**src/rtl/emfp_pkg.sv**
```systemverilog
// ----------------------------------------------------------------------------
// emfp_pkg
// Shared constants and types for the energy meter frame parser.
// ----------------------------------------------------------------------------
package emfp_pkg;

   localparam int unsigned FrameLen = 24;   // bytes in one frame window
   localparam int unsigned FillW    = 5;
   localparam int unsigned MemAddrW = 6;
   localparam int unsigned MemDepth = 1 << MemAddrW;
   localparam int unsigned IdxW     = 5;

   localparam logic [7:0] SyncByte   = 8'h5A;
   localparam logic [7:0] GoodStatus = 8'h55;

   typedef logic [MemAddrW-1:0] addr_type;
   typedef logic [FillW-1:0]    fill_type;
   typedef logic [IdxW-1:0]     idx_type;

   // fill level at which the byte leaving window position 2 is a real byte
   localparam fill_type FillLag   = fill_type'(FrameLen - 2);
   // fill level before a byte that completes a full window
   localparam fill_type FillMatch = fill_type'(FrameLen - 1);
   localparam fill_type FillFull  = fill_type'(FrameLen);

   localparam addr_type LagOffset  = addr_type'(FrameLen - 2);
   localparam addr_type BaseOffset = addr_type'(FrameLen - 1);

   // frame bytes 0..22 are read back; byte 23 is the checksum
   localparam idx_type  IdxLast = idx_type'(FrameLen - 2);

   typedef struct packed {
      logic     valid;
      addr_type base;   // memory address of frame byte 0
   } match_type;

endpackage

```
**src/rtl/emfp_scan.sv**
```systemverilog
// ----------------------------------------------------------------------------
// emfp_scan
// Byte window memory, running checksum and sync/checksum frame detection.
// ----------------------------------------------------------------------------
module emfp_scan (
   input  logic                 clock,
   input  logic                 reset,
   input  logic                 req_valid,
   output logic                 req_ready,
   input  logic [7:0]           req_rx_byte,
   input  logic                 frame_busy,
   output emfp_pkg::match_type  match,
   input  emfp_pkg::addr_type   rd_b_addr,
   output logic [7:0]           rd_b_data
);

   logic [7:0] win_mem [emfp_pkg::MemDepth];

   emfp_pkg::addr_type wr_ptr_ff, wr_ptr_in;
   logic               s1_valid_ff;
   logic [7:0]         s1_byte_ff;
   emfp_pkg::addr_type s1_addr_ff;
   logic [7:0]         rd_a_ff;
   logic [7:0]         rd_b_ff;
   emfp_pkg::fill_type fill_ff, fill_in;
   logic [7:0]         sum_ff, sum_in;
   logic [7:0]         prev_ff, prev_in;

   emfp_pkg::fill_type pending;
   logic               req_xfer;
   logic [7:0]         drop;
   logic [7:0]         sum_step;
   logic               hit;

   // hold off the byte that could complete a window while a frame is read out or held
   assign pending   = fill_ff + emfp_pkg::fill_type'(s1_valid_ff);
   assign req_ready = !(frame_busy && (pending >= emfp_pkg::FillMatch));
   assign req_xfer  = req_valid && req_ready;

   // window memory: write port, checksum read port, frame readout port
   always_ff @(posedge clock) begin
      if (req_xfer) begin
         win_mem[wr_ptr_ff] <= req_rx_byte;
      end
      rd_a_ff <= win_mem[wr_ptr_ff - emfp_pkg::LagOffset];
      rd_b_ff <= win_mem[rd_b_addr];
   end

   assign rd_b_data = rd_b_ff;

   // byte leaving position 2 (also the new position 1); zero until written
   assign drop     = (fill_ff >= emfp_pkg::FillLag) ? rd_a_ff : 8'h00;
   assign sum_step = sum_ff - drop + prev_ff;
   assign hit      = s1_valid_ff && (fill_ff >= emfp_pkg::FillMatch) &&
                     (drop == emfp_pkg::SyncByte) && (s1_byte_ff == sum_step);

   always_comb begin
      wr_ptr_in = req_xfer ? wr_ptr_ff + emfp_pkg::addr_type'(1) : wr_ptr_ff;
      fill_in   = fill_ff;
      sum_in    = sum_ff;
      prev_in   = prev_ff;
      if (s1_valid_ff) begin
         if (hit) begin
            fill_in = '0;
            sum_in  = '0;
            prev_in = '0;
         end else begin
            fill_in = (fill_ff == emfp_pkg::FillFull) ? fill_ff :
                      fill_ff + emfp_pkg::fill_type'(1);
            sum_in  = sum_step;
            prev_in = s1_byte_ff;
         end
      end
   end

   always_ff @(posedge clock) begin
      if (reset) begin
         wr_ptr_ff   <= '0;
         s1_valid_ff <= 1'b0;
         fill_ff     <= '0;
         sum_ff      <= '0;
         prev_ff     <= '0;
      end else begin
         wr_ptr_ff   <= wr_ptr_in;
         s1_valid_ff <= req_xfer;
         fill_ff     <= fill_in;
         sum_ff      <= sum_in;
         prev_ff     <= prev_in;
      end
   end

   always_ff @(posedge clock) begin
      if (req_xfer) begin
         s1_byte_ff <= req_rx_byte;
         s1_addr_ff <= wr_ptr_ff;
      end
   end

   assign match.valid = hit;
   assign match.base  = s1_addr_ff - emfp_pkg::BaseOffset;

   a_match_when_idle: assert property (@(posedge clock) disable iff (reset)
      match.valid |-> !frame_busy)
      else $error("frame match while readout busy");

   a_fill_saturates: assert property (@(posedge clock) disable iff (reset)
      fill_ff <= emfp_pkg::FillFull)
      else $error("fill count past window length");

endmodule

```
**src/rtl/emfp_frame.sv**
```systemverilog
// ----------------------------------------------------------------------------
// emfp_frame
// Frame readout from the window memory, pulse total update, result register.
// ----------------------------------------------------------------------------
module emfp_frame (
   input  logic                 clock,
   input  logic                 reset,
   input  emfp_pkg::match_type  match,
   output logic                 frame_busy,
   output emfp_pkg::addr_type   rd_b_addr,
   input  logic [7:0]           rd_b_data,
   output logic                 rsp_valid,
   input  logic                 rsp_ready,
   output logic                 rsp_status_ok,
   output logic [7:0]           rsp_status_byte,
   output logic [23:0]          rsp_voltage_param_raw,
   output logic [23:0]          rsp_voltage_period,
   output logic [23:0]          rsp_current_param_raw,
   output logic [23:0]          rsp_current_period,
   output logic [23:0]          rsp_power_param_raw,
   output logic [23:0]          rsp_power_period,
   output logic [7:0]           rsp_update_flags,
   output logic [15:0]          rsp_pulse_count_raw,
   output logic signed [63:0]   rsp_energy_pulse_total
);

   typedef enum logic [1:0] {ST_IDLE, ST_READ, ST_LAST, ST_HOLD} state_type;

   state_type          state_ff;
   emfp_pkg::addr_type base_ff;
   emfp_pkg::idx_type  idx_ff;
   logic               cap_valid_ff;
   emfp_pkg::idx_type  cap_idx_ff;
   logic [7:0]         frm_ff [emfp_pkg::FrameLen-1];

   logic [63:0]        total_ff;
   logic [15:0]        last_count_ff;
   logic               last_ovf_ff;
   logic               primed_ff;

   logic               rsp_valid_ff;
   logic               rsp_ok_ff;
   logic [7:0]         rsp_status_ff;
   logic [23:0]        rsp_vparam_ff, rsp_volt_ff;
   logic [23:0]        rsp_cparam_ff, rsp_curr_ff;
   logic [23:0]        rsp_pparam_ff, rsp_power_ff;
   logic [7:0]         rsp_flags_ff;
   logic [15:0]        rsp_count_ff;
   logic [63:0]        rsp_total_ff;

   logic [15:0]        count;
   logic               ovf;
   logic               good;
   logic [16:0]        diff;
   logic [17:0]        delta;
   logic [63:0]        total_sum;
   logic [63:0]        total_in;
   logic               load;

   assign count     = {frm_ff[21], frm_ff[22]};
   assign ovf       = frm_ff[20][7];
   assign good      = (frm_ff[0] == emfp_pkg::GoodStatus);
   // count delta as a signed 17-bit value, plus the wrap when bit 7 toggled
   assign diff      = {1'b0, count} - {1'b0, last_count_ff};
   assign delta     = {diff[16], diff} + {1'b0, ovf != last_ovf_ff, 16'h0000};
   assign total_sum = total_ff + {{46{delta[17]}}, delta};
   assign total_in  = (good && primed_ff) ? total_sum : total_ff;
   assign load      = (state_ff == ST_HOLD) && (!rsp_valid_ff || rsp_ready);

   assign rd_b_addr  = base_ff + emfp_pkg::addr_type'(idx_ff);
   assign frame_busy = (state_ff != ST_IDLE);

   always_ff @(posedge clock) begin
      if (reset) begin
         state_ff      <= ST_IDLE;
         cap_valid_ff  <= 1'b0;
         rsp_valid_ff  <= 1'b0;
         total_ff      <= '0;
         last_count_ff <= '0;
         last_ovf_ff   <= 1'b0;
         primed_ff     <= 1'b0;
      end else begin
         cap_valid_ff <= (state_ff == ST_READ);
         cap_idx_ff   <= idx_ff;
         if (cap_valid_ff) begin
            frm_ff[cap_idx_ff] <= rd_b_data;
         end
         if (load) begin
            rsp_valid_ff <= 1'b1;
         end else if (rsp_ready) begin
            rsp_valid_ff <= 1'b0;
         end
         case (state_ff)
            ST_IDLE: begin
               if (match.valid) begin
                  base_ff  <= match.base;
                  idx_ff   <= '0;
                  state_ff <= ST_READ;
               end
            end
            ST_READ: begin
               if (idx_ff == emfp_pkg::IdxLast) begin
                  state_ff <= ST_LAST;
               end else begin
                  idx_ff <= idx_ff + emfp_pkg::idx_type'(1);
               end
            end
            ST_LAST: begin
               state_ff <= ST_HOLD;
            end
            ST_HOLD: begin
               if (load) begin
                  rsp_ok_ff     <= good;
                  rsp_status_ff <= frm_ff[0];
                  rsp_vparam_ff <= {frm_ff[2], frm_ff[3], frm_ff[4]};
                  rsp_volt_ff   <= {frm_ff[5], frm_ff[6], frm_ff[7]};
                  rsp_cparam_ff <= {frm_ff[8], frm_ff[9], frm_ff[10]};
                  rsp_curr_ff   <= {frm_ff[11], frm_ff[12], frm_ff[13]};
                  rsp_pparam_ff <= {frm_ff[14], frm_ff[15], frm_ff[16]};
                  rsp_power_ff  <= {frm_ff[17], frm_ff[18], frm_ff[19]};
                  rsp_flags_ff  <= frm_ff[20];
                  rsp_count_ff  <= count;
                  rsp_total_ff  <= total_in;
                  total_ff      <= total_in;
                  if (good) begin
                     primed_ff     <= 1'b1;
                     last_count_ff <= count;
                     last_ovf_ff   <= ovf;
                  end
                  state_ff <= ST_IDLE;
               end
            end
            default: begin
               state_ff <= ST_IDLE;
            end
         endcase
      end
   end

   assign rsp_valid              = rsp_valid_ff;
   assign rsp_status_ok          = rsp_ok_ff;
   assign rsp_status_byte        = rsp_status_ff;
   assign rsp_voltage_param_raw  = rsp_vparam_ff;
   assign rsp_voltage_period     = rsp_volt_ff;
   assign rsp_current_param_raw  = rsp_cparam_ff;
   assign rsp_current_period     = rsp_curr_ff;
   assign rsp_power_param_raw    = rsp_pparam_ff;
   assign rsp_power_period       = rsp_power_ff;
   assign rsp_update_flags       = rsp_flags_ff;
   assign rsp_pulse_count_raw    = rsp_count_ff;
   assign rsp_energy_pulse_total = signed'(rsp_total_ff);

   a_hold_until_free: assert property (@(posedge clock) disable iff (reset)
      (state_ff == ST_HOLD && rsp_valid_ff && !rsp_ready) |=> state_ff == ST_HOLD)
      else $error("frame dropped while result register full");

   a_rsp_from_hold: assert property (@(posedge clock) disable iff (reset)
      $rose(rsp_valid_ff) |-> $past(state_ff) == ST_HOLD)
      else $error("result raised without a completed frame");

endmodule

```
**src/rtl/energy_meter_frame_parser.sv**
```systemverilog
// ----------------------------------------------------------------------------
// energy_meter_frame_parser
// Serial frame scanner and pulse accumulator for a metering chip byte stream.
// ----------------------------------------------------------------------------
// Takes one received byte per clock and scans a 24-byte sliding window for a
// frame: byte 1 = 0x5A and byte 23 = low 8 bits of the sum of bytes 2..22.
// Bytes go into a 64-entry window memory; one read port fetches the byte that
// leaves the checksum span so the running sum and sync test are updated as
// each byte arrives. On a match the window restarts empty and the frame is
// read back through the second read port, one byte per cycle, then decoded
// into the result register; rsp_valid rises when the decoded frame is loaded,
// which waits while the previous result has not been taken. Input rate is one
// transfer per clock while req_ready is high; while a frame is still being
// read out or waits to enter the result register, req_ready drops once the
// next window is 23 bytes full, so a continuous stream stalls then, longer if
// the result side holds off. Frames with status 0x55 are good and update the
// signed 64-bit pulse total; the first good frame after reset only records
// the count and overflow bit. Bad-status frames are still reported with
// status_ok low and the unchanged total.
// ----------------------------------------------------------------------------
module energy_meter_frame_parser (
   input  logic                clock,
   input  logic                reset,
   input  logic                req_valid,
   output logic                req_ready,
   input  logic [7:0]          req_rx_byte,
   output logic                rsp_valid,
   input  logic                rsp_ready,
   output logic                rsp_status_ok,
   output logic [7:0]          rsp_status_byte,
   output logic [23:0]         rsp_voltage_param_raw,
   output logic [23:0]         rsp_voltage_period,
   output logic [23:0]         rsp_current_param_raw,
   output logic [23:0]         rsp_current_period,
   output logic [23:0]         rsp_power_param_raw,
   output logic [23:0]         rsp_power_period,
   output logic [7:0]          rsp_update_flags,
   output logic [15:0]         rsp_pulse_count_raw,
   output logic signed [63:0]  rsp_energy_pulse_total
);

   emfp_pkg::match_type match;      // frame found, with its base address
   logic                frame_busy; // readout or result pending
   emfp_pkg::addr_type  rd_b_addr;
   logic [7:0]          rd_b_data;

   // window memory, running checksum and frame detection
   emfp_scan u_scan (
      .clock       (clock),
      .reset       (reset),
      .req_valid   (req_valid),
      .req_ready   (req_ready),
      .req_rx_byte (req_rx_byte),
      .frame_busy  (frame_busy),
      .match       (match),
      .rd_b_addr   (rd_b_addr),
      .rd_b_data   (rd_b_data)
   );

   // frame readout, field decode, pulse total and result register
   emfp_frame u_frame (
      .clock                  (clock),
      .reset                  (reset),
      .match                  (match),
      .frame_busy             (frame_busy),
      .rd_b_addr              (rd_b_addr),
      .rd_b_data              (rd_b_data),
      .rsp_valid              (rsp_valid),
      .rsp_ready              (rsp_ready),
      .rsp_status_ok          (rsp_status_ok),
      .rsp_status_byte        (rsp_status_byte),
      .rsp_voltage_param_raw  (rsp_voltage_param_raw),
      .rsp_voltage_period     (rsp_voltage_period),
      .rsp_current_param_raw  (rsp_current_param_raw),
      .rsp_current_period     (rsp_current_period),
      .rsp_power_param_raw    (rsp_power_param_raw),
      .rsp_power_period       (rsp_power_period),
      .rsp_update_flags       (rsp_update_flags),
      .rsp_pulse_count_raw    (rsp_pulse_count_raw),
      .rsp_energy_pulse_total (rsp_energy_pulse_total)
   );

endmodule
```
**config.mk**
```make
export PLATFORM = sky130hd
export DESIGN_NAME = energy_meter_frame_parser
export DESIGN_NICKNAME = d
export VERILOG_FILES = /design/src/rtl/emfp_pkg.sv /design/src/rtl/emfp_scan.sv /design/src/rtl/emfp_frame.sv /design/src/rtl/energy_meter_frame_parser.sv
export SDC_FILE = /design/constraint.sdc
export NUM_CORES = 1
export LEC_CHECK = 0
export ABC_AREA = 1
export BUFFER_PORTS_ARGS = -buffer_cell sky130_fd_sc_hd__buf_2
export CORE_ASPECT_RATIO = 2
export CORE_MARGIN = 4
export CORE_UTILIZATION = 56
export DETAILED_ROUTE_END_ITERATION = 16
export PLACE_DENSITY_LB_ADDON = 0.08
export REMOVE_ABC_BUFFERS = 1
export SYNTH_ARGS = -nofsm -noshare
export SYNTH_HDL_FRONTEND = slang
export SYNTH_SLANG_ARGS = --single-unit
```
**constraint.sdc**
```tcl
create_clock -name clock -period 15.4 [get_ports clock]
set_input_delay 2.31 -clock clock [delete_from_list [all_inputs] [get_ports clock]]
set_output_delay 2.31 -clock clock [all_outputs]
set_load 0.01 [all_outputs]
```
Yosys cells after proc, flatten, opt, wreduce, memory -nomap -nowiden
Memory sizes are Yosys's and may differ from the RTL's. A register that Yosys moved wholly into a read port is not among the register bits.
Index checks and enable logic that the tools add are counted.
Widths: inputs -> output; s select.
{ "word_totals": {"output_inout_bits": 243, "in_bits": 12, "memories": 2, "elab_cells": 95, "ram_bits": 696, "regBits": 241} }
{ "classes": {"n_lt_le_gt_ge": 3, "n_addsub": 12, "eq_ne": 14, "bitwise_logic": 1, "n_mux": 20, "reduce_logical": 21} }
{ "mem_list": {"columns": ["memory", "depth", "width", "read_ports", "rd_clocked_by_memory_dff", "wr", "line", "rtl"], "rows": [
  ["u_scan.win_mem", 64, 8, 2, 2, 1, "emfp_scan.sv:17", "logic [7:0] win_mem [emfp_pkg::MemDepth];"],
  ["u_frame.frm_ff", 23, 8, 22, 18, 1, "emfp_frame.sv:34", "logic [7:0] frm_ff [emfp_pkg::FrameLen-1];"]
]} }
{ "ops": {"columns": ["operator", "count"], "rows": [
  ["$add 64x64->64", 1],
  ["$mux 64", 1],
  ["$mux 8", 3],
  ["$mux 5", 4],
  ["$add 18x17->18", 1],
  ["$sub 16x16->17", 1],
  ["$eq 8x7->1 const B", 2],
  ["$ge 5x5->1 const B", 3],
  ["$reduce_and 3->1", 4],
  ["$sub 6x5->6 const B", 2],
  ["$add 5x1->5 const B", 2],
  ["$eq 5x5->1 const B", 2],
  ["$pmux 5 s2", 1],
  ["$add 8x8->8", 1],
  ["$eq 8x8->1", 1],
  ["$pmux 2 s4", 1],
  ["$sub 8x8->8", 1],
  ["$logic_and 1x1->1", 7],
  ["$mux 1", 7],
  ["$add 6x1->6 const B", 1],
  ["$add 6x5->6", 1],
  ["$mux 2", 3],
  ["$ne 2x2->1 const B", 3],
  ["$reduce_bool 2->1", 3],
  ["11 further kinds", 15]
]} }

Logic depth before layout (Yosys ltp)
Gate-level depths: netlist (run 1).
{ "logic_depth": {"ltp_word": 8, "depth_mapped": 30, "depth_no_buf": 30} }

Hierarchy
A second synthesis (run 1) with hierarchy kept.
{ "unflattened": {"hier_cells": 5473, "area_unflattened_um2": 52434.0} }
{ "by_module_without_submodules": {"columns": ["module", "n_inst", "cells_per_inst", "seq_area_each_um2", "area_per_inst_um2"], "rows": [
  ["emfp_scan", 1, 2912, 16676.0, 28190.8],
  ["emfp_frame", 1, 2561, 14724.1, 24243.3]
]} }

Worst setup path after synthesis (run 1)
Ideal clock, no wire load.
{ "synth_timing": {"path_kind": "in2reg", "from": "input rsp_ready", "to": "register u_frame.rsp_cparam_ff[0], in the netlist rsp_current_param_raw[0] (read register of u_frame.frm_ff), enable pin", "arrival_ns": 13.079, "cell_stages": 8, "setup_slack_ns": 1.472, "path_buffers": 2, "setup_ns": 0.848, "required_ns": 14.552, "cell_sequence": "inv_1 -> nand2_1 -> inv_1 -> nor2_1 -> inv_1 -> clkbuf_1 -> buf_1 -> nor2_1"} }
{ "synth_via": {"elab_chain_cells": 3} }
{ "synth_rtl": {"columns": ["item", "line", "rtl"], "rows": [
  ["from (decl)", "energy_meter_frame_parser.sv:28", "input logic rsp_ready,"],
  ["$logic_or 1x1->1", "emfp_frame.sv:68", "assign load = (state_ff == ST_HOLD) && (!rsp_valid_ff || rsp_ready);"],
  ["$logic_and 1x1->1", "emfp_frame.sv:68", null],
  ["$reduce_and 3->1 (no source line)", null, null],
  ["to (decl)", "emfp_frame.sv:45", "logic [23:0] rsp_cparam_ff, rsp_curr_ff;"]
]} }
Every way passes these cells.
A chain may end at the register's enable or synchronous reset.

==> metrics.txt, run 1 <==
# TYPE chip_impl_metric gauge
chip_impl_info{name="result_of_the_run",value="finished, final reports clean"} 1
chip_impl_metric{name="cts_htree_levels",unit=""} 3
chip_impl_metric{name="postCtsHoldBufs",unit=""} 0
chip_impl_metric{name="min_delay_path_depth",unit=""} 0
chip_impl_metric{name="worst-slew-pin-transition",unit="ns"} 1.44
chip_impl_metric{name="reg2regPathDepth",unit=""} 24
chip_impl_info{name="hold_crit_start",value="u_frame.frm_ff[7][0]$_DFFE_PP_"} 1
chip_impl_metric{name="max-cap-violations",unit=""} 0
chip_impl_metric{name="syn-instance-count",unit=""} 5280
chip_impl_info{name="worst_r2r_endpoint",value="u_frame.rsp_energy_pulse_total[61]$_DFFE_PP_"} 1
chip_impl_metric{name="p_leak",unit="nW"} 21.6
chip_impl_info{name="most_frequent_standard_cell_in_the_layout_excluding_fill_and_tap_cells",value="edfxtp_1"} 1
chip_impl_info{name="cp-end-kind",value="flip-flop"} 1
chip_impl_metric{name="clkSinkCount",unit=""} 1089
chip_impl_info{name="clock-root-buffer",value="clkbuf_16"} 1
chip_impl_metric{name="overflow",unit=""} 0
chip_impl_info{name="timing.critical_path.from_type",value="flip-flop"} 1
chip_impl_metric{name="routedWlPerCell",unit="um"} 24.7
chip_impl_metric{name="critPathRequiredTime",unit="ns"} 15.88
chip_impl_metric{name="routabilityCongestion",unit=""} 0.991
chip_impl_metric{name="detail_route.drc_violations",unit=""} 0
chip_impl_metric{name="die_area",unit="sq mm"} 0.0976
chip_impl_metric{name="post_synth_edffs",unit=""} 959
chip_impl_metric{name="pre_cts_slack",unit="ns"} 9.45
chip_impl_metric{name="setup-violations-final",unit=""} 0
chip_impl_metric{name="post_route_cells_drive_above_1_share",unit=""} 0.0893
chip_impl_info{name="min_delay_worst_endpoint",value="rsp_voltage_period[0]$_DFFE_PP_"} 1
chip_impl_metric{name="sequentialPowerShare",unit=""} 0.538
chip_impl_metric{name="setup_tns",unit="ns"} 0
chip_impl_metric{name="clkTransAtPathRegs",unit="ns"} 0.07
chip_impl_metric{name="slew_violations",unit=""} 0
chip_impl_metric{name="port_buffers",unit=""} 254
chip_impl_metric{name="net_total_in_the_final_layout",unit=""} 5561
chip_impl_metric{name="antennaDiodeCount",unit=""} 0
chip_impl_info{name="critPathKind",value="reg2reg"} 1
chip_impl_metric{name="clk-insertion-delay-late",unit="ns"} 0.74
chip_impl_metric{name="antenna_violating_nets_post_route",unit=""} 0
chip_impl_metric{name="ys_async_sr_fraction",unit=""} 0
chip_impl_metric{name="netSwitchingFraction",unit=""} 0.225
chip_impl_metric{name="ports_placed_on_the_boundary",unit=""} 255
chip_impl_metric{name="fmax_achieved",unit="GHz"} 0.186
chip_impl_metric{name="cts_buf_count",unit=""} 92
chip_impl_metric{name="fin_skew",unit="ns"} 0.0531
chip_impl_metric{name="drt_iter0_markers",unit=""} 3694
chip_impl_info{name="setup_repair_after_global_routing_missed_its_margin",value="false"} 1
chip_impl_metric{name="post_synth_instance_area",unit="sq mm"} 0.0517
chip_impl_info{name="dominant_combinational_cell_family_by_area_after_synthesis",value="compound AO/OA/AOI/OAI gates"} 1
chip_impl_metric{name="post_synth_xor_area_fraction",unit=""} 0.00777
chip_impl_metric{name="synth_mux_area_frac",unit=""} 0
chip_impl_metric{name="detailroute.via_count",unit=""} 40200
chip_impl_metric{name="synthesis.yosys.warnings",unit=""} 0
chip_impl_metric{name="drt_wl_total",unit="um"} 165000
chip_impl_metric{name="synth_compound_area_frac",unit=""} 0.156
chip_impl_metric{name="period_needed",unit="ns"} 5.36
chip_impl_metric{name="pwr-share-clk",unit=""} 0.410
chip_impl_metric{name="vias_per_cell",unit=""} 6.02
chip_impl_metric{name="internal-power",unit="mW"} 4.64
chip_impl_metric{name="share_of_the_yosys_chip_area_belonging_to_registers",unit=""} 0.607
chip_impl_metric{name="net_switching_power_of_the_design",unit="mW"} 1.34
chip_impl_metric{name="num_rows",unit=""} 157
chip_impl_metric{name="combinationalPowerShare",unit=""} 0.052
chip_impl_info{name="r2r_start",value="u_frame.frm_ff[22][3]$_DFFE_PP_"} 1
chip_impl_metric{name="average_cell_area_after_synthesis",unit="sq um"} 9.80
chip_impl_metric{name="dp_hpwl",unit="um"} 113000
chip_impl_metric{name="final-hold-violation-count",unit=""} 0
chip_impl_metric{name="layout-area-overhead-vs-synth",unit="%"} 10.5
chip_impl_metric{name="power_per_cell_area",unit="mW/mm^2"} 105
chip_impl_metric{name="synth_cell_types",unit=""} 48
chip_impl_info{name="synth-main-ff-cell",value="edfxtp_1"} 1
chip_impl_metric{name="grt_usage",unit=""} 0.330
chip_impl_metric{name="grt_pass1_vias",unit=""} 38900
chip_impl_info{name="tritoncts",value="built"} 1
chip_impl_metric{name="core_area",unit="sq mm"} 0.0915
chip_impl_metric{name="post_cts_buffers",unit=""} 0
chip_impl_metric{name="critPathMaxFanout",unit=""} 53
chip_impl_metric{name="detail_route.first_pass.iterations",unit=""} 7
chip_impl_metric{name="effective_utilization_at_floorplan",unit=""} 0.565
chip_impl_metric{name="number_of_gates_resized_after_cts",unit=""} 0
chip_impl_metric{name="adder_cell_share_of_the_synthesized_area",unit=""} 0.0319
chip_impl_metric{name="grt_max_degree",unit=""} 177
chip_impl_metric{name="number_of_antenna_violations_at_the_first_check_in_global_routing",unit=""} 0
chip_impl_metric{name="worst_ir_drop_vdd",unit="mV"} 0.117
chip_impl_metric{name="r2r_setup_slack",unit="ns"} 10.04
chip_impl_metric{name="clockBufferDepth",unit=""} 3
chip_impl_metric{name="fp.dieH",unit="um"} 438
chip_impl_metric{name="synthSimpleGateAreaFrac",unit=""} 0.133
chip_impl_info{name="layout.cells.most_common_list",value="edfxtp_1 (959), nand2_1 (692), o21ai_0 (684)"} 1
chip_impl_metric{name="fillers",unit=""} 7609
chip_impl_info{name="worst_hold_path_type",value="reg2reg"} 1
chip_impl_metric{name="worstPathArrival",unit="ns"} 5.84
chip_impl_metric{name="floorplan.die.width",unit="um"} 223
chip_impl_metric{name="timing.slew.headroom",unit=""} 0.0266
chip_impl_metric{name="timing.final.ws_setup",unit="ns"} 10.04
chip_impl_metric{name="timing.final.crit_share",unit=""} 0.348
chip_impl_metric{name="postSynthRegisterBits",unit=""} 1089
chip_impl_metric{name="grt_first_pass_wirelength",unit="um"} 241000
-- registers in the layout (all words and copies together) (netlist names), 64 cells and up --
register,count
u_frame.frm_ff,176
u_frame.rsp_energy_pulse_total,64
u_frame.total_ff,64
u_scan.win_mem,512
-- metal layers --
layer,track usage,vias up,part of all wire
met5,0,-,0
met1,0.339,19100,0.32
met3,0.0466,581,0.060
met2,0.592,1831,0.51
met4,0.272,0,0.10
li1,-,18700,-
-- final cells by class --
type,count,area [sq um],share of cell area
clock buffers,120,2520,0.0441
flip-flops and latches,1089,31400,0.550
multi-input cells,3334,17100,0.299
well taps,1192,1490,0.0261
repair buffers,309,1740,0.0304
inverters,597,2260,0.0395
clock inverters,49,638,0.0112
-- per-stage QoR --
stage / hold WS [ns] / area, sq um / utilization / instances / power (mW)
finish: 0.412 / 57100 / 0.624 / 6690 / 5.98
global route: 0.422 / 57100 / 0.624 / 6690 / 6.16
CTS: 0.410 / 57100 / 0.624 / 6690 / 6.00
detailed placement: 0.405 / 54000 / 0.590 / 6521 / 3.58
global placement: 0.400 / 54000 / 0.590 / 6521 / 3.58
floorplan: 0.400 / 50600 / - / 5020 / 3.47
-- power by group through the flow --
stage / clock network (mW) / registers, mW / logic, mW
CTS: 2.48 / 3.22 / 0.305
detailed placement: 0 / 3.28 / 0.304
floorplan: 0 / 3.29 / 0.179
global route: 2.60 / 3.22 / 0.340
finish: 2.45 / 3.22 / 0.311
global placement: 0 / 3.28 / 0.299
-- Yosys cell counts (4+ instances only) --
cell type	instances	area (sq um)
a211oi_1	18	135
a21boi_0	4	30.0
a21o_1	4	30.0
a21oi_1	567	2840
buf_1	27	101
buf_2	61	305
buf_4	7	52.6
clkbuf_1	164	616
dfxtp_1	130	2600
edfxtp_1	959	28800
fa_1	10	200
ha_1	116	1450
inv_1	583	2190
inv_2	11	41.3
nand2_1	693	2600
nand2_2	4	25.0
nand3_1	338	1690
nand4_1	37	231
nor2_1	529	1990
nor3_1	28	140
nor4_1	10	62.6
o211ai_1	144	1080
o21ai_0	684	3420
o21ai_1	44	220
o21bai_1	8	60.1
o22ai_1	5	31.3
o31ai_1	14	105
or2_1	5	31.3
or2_2	4	25.0
xnor2_1	11	96.3
xor2_1	33	289
-- worst max path at each step --
stage / endpoint / depth (start not counted) / slack [ns] / start
2_1_floorplan: rsp_current_param_raw[0]$_DFFE_PP_ / 6 / -2.30 / rsp_ready
3_3_place_gp: rsp_power_param_raw[14]$_DFFE_PP_ / 11 / 9.48 / rsp_ready
3_5_place_dp: rsp_power_param_raw[11]$_DFFE_PP_ / 11 / 9.45 / rsp_ready
4_1_cts: u_frame.total_ff[29]$_SDFFE_PP0P_ / 25 / 10.02 / u_frame.frm_ff[22][3]$_DFFE_PP_
5_1_grt: u_frame.total_ff[61]$_SDFFE_PP0P_ / 26 / 9.71 / u_frame.frm_ff[22][3]$_DFFE_PP_
6_report: u_frame.rsp_energy_pulse_total[61]$_DFFE_PP_ / 24 / 10.04 / u_frame.frm_ff[22][3]$_DFFE_PP_
-- critical path, stage by stage, from the launching register on --
cell and delay (ns):
edfxtp_1 0.47, ha_1 0.36, inv_1 0.11, o21ai_0 0.10, a31oi_1 0.32, o21ai_0 0.14, a21o_1 0.21, nand3_1 0.09
nand2_1 0.06, nand2_1 0.09, nand2_1 0.05, a21oi_1 0.13, ha_2 0.18, buf_4 0.54, ha_1 0.40, a21oi_1 0.22
o21ai_0 0.20, a21oi_1 0.46, inv_1 0.12, nor2_1 0.12, nand2_1 0.27, nand2_1 0.22, nand3_1 0.08, nand3_1 0.11
nand2_1 0.07
-- kinds of logic after synthesis --
kind of cell | count (synthesis)
DFF | 1089
adders and majority gates | 126
buffers and inverters | 857
xor gates and xnor gates | 45
AOI/OAI and AO/OA | 1506
and+or+nand+nor | 1657
Power figures use the tool's default switching activity.
==> inputs of run 2 (changes only) <==
==> constraint.sdc (replaced) <==
create_clock -name clock -period 4.5 [get_ports clock]
set_input_delay 0.675 -clock clock [delete_from_list [all_inputs] [get_ports clock]]
set_output_delay 0.675 -clock clock [all_outputs]
set_load 0.01 [all_outputs]
==> run 2 against run 1 <==
  * Worst hold slack got worse by 0.042 ns
  * The run now ends with setup timing left
  * Total power grew to 3.5 times the previous value
  * Core utilization up 5.2 points
  * Largest cell class unchanged
  * Critical endpoint is now u_frame.total_ff[58]$_SDFFE_PP0P_
==> metrics.txt, run 2 (synthesis gave the netlist of run 1 again) <==
# TYPE chip_impl_metric gauge
chip_impl_metric{name="number_of_antenna_violations_at_the_first_check_in_global_routing",unit=""} 0
chip_impl_metric{name="drt_iter0_markers",unit=""} 4347
chip_impl_metric{name="routedWlPerCell",unit="um"} 24.7
chip_impl_info{name="reg.largest.list",value="u_scan.win_mem x512, u_frame.frm_ff x176"} 1
chip_impl_metric{name="detail_route.first_pass.iterations",unit=""} 6
chip_impl_metric{name="port_buffers",unit=""} 254
chip_impl_metric{name="timing.final.crit_share",unit=""} 1.00
chip_impl_info{name="timing.critical_path.from_type",value="flip-flop"} 1
chip_impl_metric{name="p_leak",unit="nW"} 24.0
chip_impl_metric{name="num_rows",unit=""} 157
chip_impl_metric{name="critPathRequiredTime",unit="ns"} 5.10
chip_impl_metric{name="fin_skew",unit="ns"} 0.0551
chip_impl_metric{name="slew_violations",unit=""} 0
chip_impl_metric{name="dp_hpwl",unit="um"} 121000
chip_impl_metric{name="floorplan.die.width",unit="um"} 223
chip_impl_info{name="worst_hold_path_type",value="in2reg"} 1
chip_impl_info{name="most_frequent_standard_cell_in_the_layout_excluding_fill_and_tap_cells",value="edfxtp_1"} 1
chip_impl_metric{name="worst-slew-pin-transition",unit="ns"} 1.15
chip_impl_metric{name="timing.final.ws_setup",unit="ns"} -0.0178
chip_impl_metric{name="clk-insertion-delay-late",unit="ns"} 0.73
chip_impl_metric{name="antennaDiodeCount",unit=""} 0
chip_impl_metric{name="setup-violations-final",unit=""} 3
chip_impl_metric{name="timing.slew.headroom",unit=""} 0.224
chip_impl_info{name="clock-root-buffer",value="clkbuf_16"} 1
chip_impl_metric{name="clockBufferDepth",unit=""} 3
chip_impl_metric{name="effective_utilization_at_floorplan",unit=""} 0.565
chip_impl_metric{name="worst_ir_drop_vdd",unit="mV"} 0.406
chip_impl_metric{name="net_total_in_the_final_layout",unit=""} 5986
chip_impl_metric{name="routabilityCongestion",unit=""} 1.05
chip_impl_metric{name="post_route_cells_drive_above_1_share",unit=""} 0.197
chip_impl_info{name="critPathKind",value="reg2reg"} 1
chip_impl_metric{name="max-cap-violations",unit=""} 0
chip_impl_metric{name="postCtsHoldBufs",unit=""} 0
chip_impl_metric{name="period_needed",unit="ns"} 4.52
chip_impl_metric{name="ports_placed_on_the_boundary",unit=""} 255
chip_impl_metric{name="cts_buf_count",unit=""} 92
chip_impl_metric{name="detailroute.via_count",unit=""} 42600
chip_impl_metric{name="placed_instances",unit=""} 6928
chip_impl_metric{name="power_per_cell_area",unit="mW/mm^2"} 335
chip_impl_info{name="largest_register",value="u_scan.win_mem"} 1
chip_impl_info{name="violated_checks",value="setup timing"} 1
chip_impl_metric{name="critPathMaxFanout",unit=""} 7
chip_impl_info{name="tritoncts",value="built"} 1
chip_impl_metric{name="fp.dieH",unit="um"} 438
chip_impl_metric{name="clkSinkCount",unit=""} 1089
chip_impl_metric{name="setup_tns",unit="ns"} -0.0379
chip_impl_metric{name="grt_usage",unit=""} 0.347
chip_impl_metric{name="grt_pass1_vias",unit=""} 41200
chip_impl_metric{name="vias_per_cell",unit=""} 5.98
chip_impl_metric{name="core_area",unit="sq mm"} 0.0915
chip_impl_metric{name="layout-area-overhead-vs-synth",unit="%"} 19.6
chip_impl_info{name="result_of_the_run",value="finished with violations"} 1
chip_impl_info{name="cp-end-kind",value="flip-flop"} 1
chip_impl_metric{name="instances_no_fill",unit=""} 7118
chip_impl_metric{name="worstPathArrival",unit="ns"} 5.11
chip_impl_metric{name="overflow",unit=""} 0
chip_impl_metric{name="detail_route.drc_violations",unit=""} 0
chip_impl_metric{name="clkTransAtPathRegs",unit="ns"} 0.08
chip_impl_metric{name="grt_max_degree",unit=""} 203
chip_impl_metric{name="antenna_violating_nets_post_route",unit=""} 0
chip_impl_metric{name="largest_register_ff_count",unit=""} 512
chip_impl_metric{name="final-hold-violation-count",unit=""} 0
chip_impl_metric{name="drt_wl_total",unit="um"} 176000
chip_impl_metric{name="fmax_achieved",unit="GHz"} 0.221
chip_impl_metric{name="cts_htree_levels",unit=""} 3
chip_impl_info{name="setup_repair_after_global_routing_missed_its_margin",value="true"} 1
chip_impl_info{name="layout.cells.most_common_list",value="edfxtp_1 (959), nand2_1 (660), o21ai_0 (655)"} 1
chip_impl_metric{name="die_area",unit="sq mm"} 0.0976
chip_impl_metric{name="grt_first_pass_wirelength",unit="um"} 254000
run 2: repair_timing:
action,CTS,global route
pin swaps,0,35
gates resized for setup,39,281
cloned,0,4
setup buffers,1,13
endpoints found under the hold margin,0,0
setup endpoints to repair,74,96
run 2: worst paths after layout:
kind	startpoint	endpoint	slack, ns	depth (start not counted)
min reg2reg	u_frame.frm_ff[5][4]$_DFFE_PP_	rsp_voltage_period[20]$_DFFE_PP_	0.41	0
min	req_rx_byte[7]	u_scan.win_mem[51][7]$_DFFE_PP_	0.37	1
max	u_frame.frm_ff[22][7]$_DFFE_PP_	u_frame.total_ff[58]$_SDFFE_PP0P_	-0.02	24
max reg2reg	u_frame.frm_ff[22][7]$_DFFE_PP_	u_frame.total_ff[58]$_SDFFE_PP0P_	-0.02	24
run 2: where the power goes:
group	total [mW]	switching (mW)	internal (mW)	leakage [nW]
logic	1.12	0.822	0.297	12.7
registers	11.0	0.0341	11.0	9.73
clock network	8.64	3.86	4.78	1.58
total	20.7	4.71	16.0	24.0
run 2: worst max-delay path, cell delays in order, from the launching register on:
cell	delay [ns]
edfxtp_1	0.46
ha_4	0.26
a21oi_4	0.13
o21ai_0	0.09
a2111oi_1	0.41
buf_4	0.19
nand2_1	0.06
nand2_2	0.06
nand2_1	0.06
a21oi_2	0.18
ha_4	0.24
buf_12	0.17
ha_1	0.30
a21oi_2	0.17
o21ai_1	0.13
buf_4	0.17
a21oi_2	0.39
nand3_4	0.24
buf_4	0.20
nand2_1	0.07
nand3_1	0.08
nand3_1	0.10
nand3_1	0.08
nand2_1	0.10
inv_1	0.04
run 2: cell type report:
cell class	count	area, sq um
Clock inverter	60	738
Clock buffer	112	2510
Inverter	597	2260
Timing Repair Buffer	734	5190
Fill cell	7179	29700
Sequential cell	1089	31400
Multi-Input combinational cell	3334	18300
Tap cell	1192	1490
run 2: through the flow:
stage | hold slack (ns) | setup WS, ns | cell area [sq um] | utilization | power (mW)
after floorplan | 0.400 | -11.56 | 50600 | - | 11.9
after global placement | 0.401 | -0.164 | 57200 | 0.625 | 12.3
after detailed placement | 0.405 | -0.267 | 57200 | 0.625 | 12.3
after CTS | 0.317 | 0.0000142 | 60600 | 0.662 | 20.8
after global routing | 0.353 | -0.262 | 61900 | 0.676 | 21.3
final | 0.370 | -0.0178 | 61900 | 0.676 | 20.7
run 2: metal layers:
layer,routed length [um],part of all wire,global-route usage,up-vias
met2,89900,0.51,0.621,2155
li1,-,-,-,19600
met1,57500,0.33,0.370,20200
met3,11400,0.065,0.0386,619
met5,0,0,0,-
met4,16900,0.096,0.271,0
